File: src/rtl/plq_pkg.sv
// Shared constants for the positional list queue: depth default, word width,
// action and status codes. No dependencies.
package plq_pkg;

  localparam int unsigned DEPTH_DEFAULT = 16;
  localparam int unsigned WORD_W        = 32;

  // request actions
  localparam logic [2:0] ACT_PUSH_BACK  = 3'd0;
  localparam logic [2:0] ACT_POP_FRONT  = 3'd1;
  localparam logic [2:0] ACT_PEEK_FRONT = 3'd2;
  localparam logic [2:0] ACT_PEEK_BACK  = 3'd3;
  localparam logic [2:0] ACT_INSERT_AT  = 3'd4;
  localparam logic [2:0] ACT_REMOVE_AT  = 3'd5;
  localparam logic [2:0] ACT_GET_AT     = 3'd6;

  // result status
  localparam logic [1:0] STATUS_OK    = 2'd0;
  localparam logic [1:0] STATUS_RANGE = 2'd1;
  localparam logic [1:0] STATUS_FULL  = 2'd2;

endpackage

File: src/rtl/plq_store.sv
// Entry storage of the positional list queue: one write port, one read
// port with registered read data. Uses plq_pkg for the word width.
module plq_store #(
  parameter int unsigned DEPTH = plq_pkg::DEPTH_DEFAULT
) (
  input  logic                                  clk_i,
  input  logic                                  we_i,
  input  logic [$clog2(DEPTH)-1:0]              waddr_i,
  input  logic signed [plq_pkg::WORD_W-1:0]     wdata_i,
  input  logic [$clog2(DEPTH)-1:0]              raddr_i,
  output logic signed [plq_pkg::WORD_W-1:0]     rdata_o
);

  logic signed [plq_pkg::WORD_W-1:0] mem_q [DEPTH];
  logic signed [plq_pkg::WORD_W-1:0] rdata_q;

  // write port
  always_ff @(posedge clk_i) begin
    if (we_i) begin
      mem_q[waddr_i] <= wdata_i;
    end
  end

  // registered read port (old data on a same-address write)
  always_ff @(posedge clk_i) begin
    rdata_q <= mem_q[raddr_i];
  end

  assign rdata_o = rdata_q;

endmodule

File: src/rtl/positional_list_queue.sv
// Positional list queue top level: request sequencer, index unit, output
// register. Depends on plq_pkg and plq_store.
//
// Usage: a request word (action_i, item_value_i, position_i) is taken on
// in_valid_i && in_ready_o. Each request gives one result word
// (result_value_o, status_o, length_o) on out_valid_o, held until
// out_ready_i. Entries live in a single-port-read, single-port-write memory;
// insert and remove move the tail one entry at a time through a shared
// index step unit (index +/- 1 and a compare).
// Sequencer states after accept, n = length, p = position:
//   push and every error ........ DONE
//   peek and get ................ READ, DONE
//   pop and remove .............. READ, SHRD/SHWR per entry past p, SHRD, DONE
//   insert ...................... SHRD/SHWR per entry from p to n-1, SHRD, DONE
// The block takes one request at a time; in_ready_o is high only while the
// sequencer is idle, and it may take the next request while the previous
// result still waits in the output register. A stalled receiver holds the
// finished result in the sequencer until the output register frees up.
// Reset empties the list and clears out_valid_o; memory contents are not
// cleared and need no clearing pass, as only held entries are ever read.
module positional_list_queue #(
  parameter int unsigned DEPTH = plq_pkg::DEPTH_DEFAULT
) (
  input  logic                                       clk_i,
  input  logic                                       rst_ni,
  input  logic                                       in_valid_i,
  output logic                                       in_ready_o,
  input  logic [2:0]                                 action_i,
  input  logic signed [plq_pkg::WORD_W-1:0]          item_value_i,
  input  logic [$clog2(DEPTH+1)-1:0]                 position_i,
  output logic                                       out_valid_o,
  input  logic                                       out_ready_i,
  output logic signed [plq_pkg::WORD_W-1:0]          result_value_o,
  output logic [1:0]                                 status_o,
  output logic [$clog2(DEPTH+1)-1:0]                 length_o
);

  localparam int unsigned CntW  = $clog2(DEPTH + 1);
  localparam int unsigned AddrW = $clog2(DEPTH);

  // sequencer states
  localparam logic [2:0] S_IDLE = 3'd0;
  localparam logic [2:0] S_READ = 3'd1;
  localparam logic [2:0] S_SHRD = 3'd2;
  localparam logic [2:0] S_SHWR = 3'd3;
  localparam logic [2:0] S_DONE = 3'd4;

  logic [2:0]                         state_q, state_d;
  logic [CntW-1:0]                    count_q, count_d;
  logic                               out_valid_q, out_valid_d;

  logic [2:0]                         act_q, act_d;
  logic signed [plq_pkg::WORD_W-1:0]  word_q, word_d;
  logic [CntW-1:0]                    pos_q, pos_d;
  logic [CntW-1:0]                    idx_q, idx_d;
  logic                               up_q, up_d;
  logic signed [plq_pkg::WORD_W-1:0]  res_q, res_d;
  logic [1:0]                         st_q, st_d;

  logic signed [plq_pkg::WORD_W-1:0]  out_value_q, out_value_d;
  logic [1:0]                         out_status_q, out_status_d;
  logic [CntW-1:0]                    out_length_q, out_length_d;

  // memory port
  logic                               mem_we;
  logic [AddrW-1:0]                   mem_waddr, mem_raddr;
  logic signed [plq_pkg::WORD_W-1:0]  mem_wdata, mem_rdata;

  logic                               in_acc, slot_free;
  logic                               is_full, is_empty;
  logic [1:0]                         chk_status;
  logic [CntW-1:0]                    cnt_m1, step;
  logic                               step_go;

  plq_store #(
    .DEPTH (DEPTH)
  ) u_store (
    .clk_i   (clk_i),
    .we_i    (mem_we),
    .waddr_i (mem_waddr),
    .wdata_i (mem_wdata),
    .raddr_i (mem_raddr),
    .rdata_o (mem_rdata)
  );

  assign in_ready_o = (state_q == S_IDLE);
  assign in_acc     = in_valid_i && in_ready_o;
  assign slot_free  = !out_valid_q || out_ready_i;

  assign is_full  = (count_q == CntW'(DEPTH));
  assign is_empty = (count_q == '0);
  assign cnt_m1   = count_q - CntW'(1);

  // shared index unit: one step toward the end of the move, and its limit
  assign step    = up_q ? (idx_q - CntW'(1)) : (idx_q + CntW'(1));
  assign step_go = up_q ? (idx_q > pos_q) : (step < count_q);

  // request check
  always_comb begin
    chk_status = plq_pkg::STATUS_OK;
    case (action_i)
      plq_pkg::ACT_PUSH_BACK: begin
        if (is_full) chk_status = plq_pkg::STATUS_FULL;
      end
      plq_pkg::ACT_POP_FRONT, plq_pkg::ACT_PEEK_FRONT, plq_pkg::ACT_PEEK_BACK: begin
        if (is_empty) chk_status = plq_pkg::STATUS_RANGE;
      end
      plq_pkg::ACT_INSERT_AT: begin
        if (is_full) chk_status = plq_pkg::STATUS_FULL;
        else if (position_i > count_q) chk_status = plq_pkg::STATUS_RANGE;
      end
      plq_pkg::ACT_REMOVE_AT, plq_pkg::ACT_GET_AT: begin
        if (position_i >= count_q) chk_status = plq_pkg::STATUS_RANGE;
      end
      default: chk_status = plq_pkg::STATUS_RANGE;
    endcase
  end

  // sequencer
  always_comb begin
    state_d      = state_q;
    count_d      = count_q;
    out_valid_d  = out_valid_q && !out_ready_i;
    act_d        = act_q;
    word_d       = word_q;
    pos_d        = pos_q;
    idx_d        = idx_q;
    up_d         = up_q;
    res_d        = res_q;
    st_d         = st_q;
    out_value_d  = out_value_q;
    out_status_d = out_status_q;
    out_length_d = out_length_q;
    mem_we       = 1'b0;
    mem_waddr    = idx_q[AddrW-1:0];
    mem_wdata    = mem_rdata;
    mem_raddr    = step[AddrW-1:0];

    case (state_q)
      S_IDLE: begin
        case (action_i)
          plq_pkg::ACT_PEEK_BACK: mem_raddr = cnt_m1[AddrW-1:0];
          plq_pkg::ACT_POP_FRONT, plq_pkg::ACT_PEEK_FRONT: mem_raddr = '0;
          default: mem_raddr = position_i[AddrW-1:0];
        endcase
        if (in_acc) begin
          act_d  = action_i;
          word_d = item_value_i;
          pos_d  = (action_i == plq_pkg::ACT_POP_FRONT) ? '0 : position_i;
          up_d   = (action_i == plq_pkg::ACT_INSERT_AT);
          idx_d  = count_q;
          res_d  = '0;
          st_d   = chk_status;
          if (chk_status != plq_pkg::STATUS_OK) begin
            state_d = S_DONE;
          end else begin
            case (action_i)
              plq_pkg::ACT_PUSH_BACK: begin
                mem_we    = 1'b1;
                mem_waddr = count_q[AddrW-1:0];
                mem_wdata = item_value_i;
                count_d   = count_q + CntW'(1);
                state_d   = S_DONE;
              end
              plq_pkg::ACT_INSERT_AT: state_d = S_SHRD;
              default:                state_d = S_READ;
            endcase
          end
        end
      end

      // read data is the result word
      S_READ: begin
        res_d = mem_rdata;
        idx_d = pos_q;
        if (act_q == plq_pkg::ACT_POP_FRONT || act_q == plq_pkg::ACT_REMOVE_AT) begin
          state_d = S_SHRD;
        end else begin
          state_d = S_DONE;
        end
      end

      // fetch the neighbor to move, or finish the move
      S_SHRD: begin
        if (step_go) begin
          mem_raddr = up_q ? step[AddrW-1:0] : step[AddrW-1:0];
          state_d   = S_SHWR;
        end else if (up_q) begin
          mem_we    = 1'b1;
          mem_waddr = pos_q[AddrW-1:0];
          mem_wdata = word_q;
          count_d   = count_q + CntW'(1);
          state_d   = S_DONE;
        end else begin
          count_d = cnt_m1;
          state_d = S_DONE;
        end
      end

      // write the fetched neighbor into the current slot
      S_SHWR: begin
        mem_we  = 1'b1;
        idx_d   = step;
        state_d = S_SHRD;
      end

      // hand the result to the output register
      S_DONE: begin
        if (slot_free) begin
          out_valid_d  = 1'b1;
          out_value_d  = res_q;
          out_status_d = st_q;
          out_length_d = count_q;
          state_d      = S_IDLE;
        end
      end

      default: state_d = S_IDLE;
    endcase
  end

  // control state
  always_ff @(posedge clk_i or negedge rst_ni) begin
    if (!rst_ni) begin
      state_q     <= S_IDLE;
      count_q     <= '0;
      out_valid_q <= 1'b0;
    end else begin
      state_q     <= state_d;
      count_q     <= count_d;
      out_valid_q <= out_valid_d;
    end
  end

  // payload
  always_ff @(posedge clk_i) begin
    act_q        <= act_d;
    word_q       <= word_d;
    pos_q        <= pos_d;
    idx_q        <= idx_d;
    up_q         <= up_d;
    res_q        <= res_d;
    st_q         <= st_d;
    out_value_q  <= out_value_d;
    out_status_q <= out_status_d;
    out_length_q <= out_length_d;
  end

  assign out_valid_o    = out_valid_q;
  assign result_value_o = out_value_q;
  assign status_o       = out_status_q;
  assign length_o       = out_length_q;

endmodule

File: config.mk
export PLATFORM = sky130hd
export DESIGN_NAME = positional_list_queue
export DESIGN_NICKNAME = d
export VERILOG_FILES = /design/src/rtl/plq_pkg.sv /design/src/rtl/plq_store.sv /design/src/rtl/positional_list_queue.sv
export SDC_FILE = /design/constraint.sdc
export NUM_CORES = 1
export LEC_CHECK = 0
export BUFFER_PORTS_ARGS = -buffer_cell sky130_fd_sc_hd__buf_2
export CORE_AREA = 2 2 296 298
export DETAILED_ROUTE_END_ITERATION = 16
export DIE_AREA = 0 0 298 300
export PLACE_DENSITY = 0.43
export SYNTH_ARGS = -nofsm -noshare
export SYNTH_HDL_FRONTEND = slang
export SYNTH_SLANG_ARGS = --single-unit
File: constraint.sdc
create_clock -name clk_i -period 15.1 [get_ports clk_i]
set_input_delay 3.02 -clock clk_i [delete_from_list [all_inputs] [get_ports clk_i]]
set_output_delay 3.02 -clock clk_i [all_outputs]
set_load 0.02 [all_outputs]
# Word-level counts from Yosys, hierarchy flattened
# Memories as Yosys holds them, arrays and structs flattened. A register that Yosys moved wholly into a read port is not among the register bits.
# Cells that the tools add are included.
[op_classes]
eq_ne = 18
n_lt_le_gt_ge = 4
n_reduce_logical = 22
addsub = 4
mux = 49
[ops]
columns = ["op", "count"]
rows = [
  ["$mux W32", 6],
  ["$pmux W32 S2", 2],
  ["$mux W5", 7],
  ["$mux W4", 6],
  ["$pmux W4 S2", 2],
  ["$eq A3 B3 Y1 const B", 5],
  ["$mux W3", 5],
  ["$pmux W3 S5", 1],
  ["$pmux W5 S3", 1],
  ["$mux W1", 13],
  ["$eq A3 B2 Y1 const B", 4],
  ["$add A5 B1 Y5 const B", 2],
  ["$gt A5 B5 Y1", 2],
  ["$pmux W5 S2", 1],
  ["$reduce_and A2 Y1", 5],
  ["$sub A5 B1 Y5 const B", 2],
  ["$eq A3 B1 Y1 const B", 3],
  ["$pmux W2 S4", 1],
  ["$logic_not A3 Y1", 2],
  ["$ne A2 B2 Y1 const B", 3],
  ["$pmux W3 S2", 1],
  ["$reduce_bool A2 Y1", 3],
  ["$eq A5 B5 Y1 const B", 1],
  ["$ge A5 B5 Y1", 1],
  ["12 further kinds", 18],
]
[word_totals]
regBits = 128
mem_count = 1
output_inout_bits = 41
in_bits = 44
word_cells = 111
ramBits = 512
[mem_list]
columns = ["memory", "words", "word_bits", "read_ports", "rd_clocked_by_memory_dff", "wr", "line_no", "rtl"]
rows = [
  ["u_store.mem_q", 16, 32, 1, 1, 1, "plq_store.sv:14", "logic signed [plq_pkg::WORD_W-1:0] mem_q [DEPTH];"],
]

# Depth between registers and ports, before layout
[logic_depth]
depth_word = 10
mapped_depth = 12
mapped_depth_nobuf = 12

# Hierarchy
# From an unflattened synthesis, not the netlist that was laid out.
[hier_totals]
hier_cells = 1261
hier_area_um2 = 25693.4
[modules_own_cells]
columns = ["mod", "area_each_um2", "cells_each", "n_inst", "seq_area_each_um2"]
rows = [
  ["plq_store", 19835.3, 838, 1, 16015.4],
  ["positional_list_queue", 5858.1, 423, 1, 3768.6],
]

# Worst setup path after synthesis
# OpenSTA, ideal clock, no wires.
[synth_timing]
kind = "in2reg"
start = "input port in_valid_i"
end = "memory u_store.mem_q[15][0] in the netlist's numbering, enable pin"
path_buffers = 1
setup_ns = 0.425
stages = 8
t_arrival_ns = 6.569
setup_slack_ns = 8.106
t_required_ns = 14.675
path_cell_list = "nand2_1 > inv_1 > o21ai_0 > nor4_1 > a311oi_1 > o2bb2ai_1 > buf_2 > nor2b_1"
[synth_between]
elab_chain_cells = 5
elab_cells_between_ends = 7
cone_classes = "mux (6); reduce/logical (1)"
[synth_rtl]
columns = ["element", "line_no", "rtl"]
rows = [
  ["from (decl)", "positional_list_queue.sv:26", "input logic in_valid_i,"],
  ["$logic_and A1 B1 Y1 *", "positional_list_queue.sv:87", "assign in_acc = in_valid_i && in_ready_o;"],
  ["$mux W1", "positional_list_queue.sv:146", "if (in_acc) begin"],
  ["$pmux W1 S3", "positional_list_queue.sv:139", "case (state_q)"],
  ["$mux W1", "plq_store.sv:19", "if (we_i) begin"],
  ["$mux W1 (not written as such)", "plq_store.sv:20", "mem_q[waddr_i] <= wdata_i;"],
  ["to (decl)", "plq_store.sv:14", ""],
]
# Mark *: on every way between the ends. The rest lies on a longest branch, timed or not.

# Worst setup path in the final report
[layout_timing]
start = "input port action_i[2]"
end = "memory u_store.mem_q[4][6] in the netlist's numbering, enable pin"
[layout_between]
elab_chain_cells = 9
elab_cells_between_ends = 21
cone_classes = "eq/ne (6); mux (11); reduce/logical (4)"
[layout_rtl]
columns = ["element", "line_no", "rtl"]
rows = [
  ["from (decl)", "positional_list_queue.sv:28", "input logic [2:0] action_i,"],
  ["$eq A3 B1 Y1 (tied with other cells)", "positional_list_queue.sv:101", "case (action_i)"],
  ["$reduce_or A3 Y1 / $reduce_or A2 Y1 (equally long branches)", "positional_list_queue.sv:101", ""],
  ["$pmux W2 S4", "positional_list_queue.sv:101", ""],
  ["$reduce_bool A2 Y1", "positional_list_queue.sv:154", "if (chk_status != plq_pkg::STATUS_OK) begin"],
  ["$mux W1", "positional_list_queue.sv:154", ""],
  ["$mux W1", "positional_list_queue.sv:146", ""],
  ["$pmux W1 S3", "positional_list_queue.sv:139", ""],
  ["$mux W1", "plq_store.sv:19", ""],
  ["$mux W1 (not written as such)", "plq_store.sv:20", ""],
]
# Several ways; a longest one is shown, not always the timed one.

==> metrics.md <==
| Metric | Value |
|---|---|
| Clock skew | 0.0279 ns |
| Final worst slack | 8.29 ns |
| Hold WC Path Type | register to register |
| Max-slew violations | 0 |
| Flop-to-flop setup slack | 9.86 ns |
| Num ports | 85 |
| Synth Warn # | 0 |
| IO Port Bufs | 84 |
| Vias in the first global route | 15364 |
| CTS Root Cell | clkbuf_16 |
| Largest net degree at the start of global routing | 187 |
| H-tree Lvls | 3 |
| Synth async-reset ratio | 1.34% |
| Syn avg cell area | 15.4 µm² |
| Worst rel slew slack | 9.13% |
| Outcome | completed |
| Cell Area, Synth | 0.0265 mm² |
| Max stage delay on crit path | 0.64 ns |
| Drt first pass iters | 5 |
| Number of synthesized flops with an enable pin | 630 |
| Postcts setup bufs | 0 |
| Syn Nets | 1784 |
| # rows | 108 |
| Global-route wire length before repair | 106000 µm |
| Clock latency on the worst-skew pair | 0.62 ns |
| Post-route ant nets | 0 |
| Worst-margin pin slew | 1.36 ns |
| GR Util All Layers | 16.1% |
| Number of synthesized register bits | 671 |
| Netlist cell types | 57 |
| Core ar. | 0.0862 mm² |
| Worst hold margin | 0.412 ns |
| Routability congestion estimate | 0.801 |
| CP Capture Type | register |
| Final setup vio count | 0 |
| Remaining DRCs | 0 |
| Clock sink count | 671 |
| CTS clk-pin slew, worst paths | 0.06 ns |
| DRT iter0 DRCs | 1105 |
| Hold Fails Final Rpt | 0 |
| Synth cell count leaders | 630 x edfxtp_1, 177 x a21oi_1, 148 x nand2_1 |
| Post-CTS Resized | 0 |
| DIE AREA | 0.0894 mm² |
| Dpl ws | 7.57 ns |
| CP Cell Sequence | buf_2 > nor3_1 > nand3_1 > o21ai_4 > buf_4 > o21ai_0 > a221oi_1 > nand3_1 > nor2_4 > buf_4 |
| DP Wirelength | 40100 µm |
| Max_cap viols | 0 |
| Crit path DAT | 7.06 ns |
| Num CTS Buffers | 76 |
| DRT Wirelength | 72800 µm |
| Fin Setup TNS | 0 ns |
| Multi-input logic area | 0.00634 mm² |
| Fmax | 0.147 GHz |
| TritonCTS clock tree | yes |
| Crit start category | input port |
| Hold_buf cts | 0 |
| Min Tclk post-route | 6.81 ns |
| Layout fillers | 8285 |
| Critical path data required time | 15.35 ns |
| Initial antenna violation count | 3 |
| Detailed-route vias per instance | 5.13 |
| Fraction of the cycle the final worst path needs | 45.1% |
| Total number of vias | 15501 |
| CP max stage cell | nor3_1 |
| Clock tree buffer depth | 3 |
| Top-count cell post-synth | edfxtp_1 |
| Area Overhead vs Synth | 16.8% |
| Sequential area share after synthesis | 74.8% |
| Die W | 298 µm |
| Total grt overflow | 0 |
| Area contributors post-synth | edfxtp_1 72%, mux2i_1 5.0%, a221oi_1 4.3% |
| Placed cell areas | 0.0283 mm² |
| WL/cell | 24.1 µm |
| Unrepaired setup endpoints after global routing | no |
| Crit-path max FO | 33 |
| Main synth FF type | edfxtp_1 |
| Final layout net count | 1872 |
| Synthesized instance count | 1719 |
| Top cell type's share of synthesized area | 71.5% |
| Die extent in y | 300 µm |
| Critical path type | input port to register |
| Register area | 0.0198 mm² |
| Initial core utilization | 30.7% |
| Leading area contributor after synthesis | edfxtp_1 |
| Layout cell share with drive strength beyond 1 | 14.9% |
| Fin area | 0.0309 mm² |
==> final cells by class <==
type / count / area share, %
antenna: 1 / 0.00810
clock buffer: 105 / 6.94
clock inverter: 34 / 1.21
inverter: 19 / 0.247
multi-input combinational: 917 / 20.5
sequential: 671 / 64.0
tap: 1155 / 4.68
timing repair buffer: 122 / 2.36
==> path summary, 6_finish.rpt <==
check | startpoint | to | cells past startpoint
max in group asynchronous | rst_ni | state_q[1] | 1
setup / recovery | action_i[2] | u_store.mem_q[4][6] | 10
setup reg to reg | state_q[1] | u_store.mem_q[4][6] | 10
hold / removal | res_q[6] | result_value_o[6] | 0
hold reg to reg | res_q[6] | result_value_o[6] | 0
min in group asynchronous | rst_ni | state_q[0] | 1
==> cell usage in the layout, fill, tap and decap left out, types with 33 or more instances in the layout <==
cell	count
o21ai_0	48
mux2i_1	133
nand2_1	144
and2_1	33
a21oi_1	167
buf_4	36
edfxtp_1	630
or3_1	33
buf_2	84
clkbuf_16	78
a221oi_1	131
==> critical path: cells and delay by family <==
family          cells  cell delay [ns]
compound gates      3             1.09
buf+inv             3             1.09
simple gates        4             1.82
==> layer usage <==
layer,global-route usage [%],share of wire (%),vias up
li1,-,-,6994
met1,22.2,46,8014
met2,26.1,47,387
met3,2.64,4.5,106
met4,4.80,2.1,0
met5,0,0,-
==> cell families (layout without fill, tap and decap cells) <==
family	count (synthesis)	after routing	synth area share, %
DFF	671	671	74.8
and+or+nand+nor	330	330	6.21
buffers and inverters	131	280	2.16
muxes	134	134	5.08
other	0	1	0
adders and majority gates	21	21	1.02
AOI/OAI and AO/OA	421	421	10.4
xor gates and xnor gates	11	11	0.364
==> through the flow <==
step / instances / utilization, %
2_1_floorplan: 1719 / -
3_3_place_gp: 2881 / 32.9
3_5_place_dp: 2881 / 32.9
4_1_cts: 3020 / 35.8
5_1_grt: 3023 / 35.8
6_report: 3024 / 35.8
==> registers in the layout (all words and copies together), names as in the netlist, 5 cells and up <==
name,count
result_value_o,32
u_store.mem_q,512
idx_q,5
pos_q,5
word_q,32
length_o,5
u_store.rdata_o,32
count_q,5
res_q,32
Power is left out: the tool's default activity adds up to more than one toggle a clock period on the data nets, which glitch-free logic cannot reach.
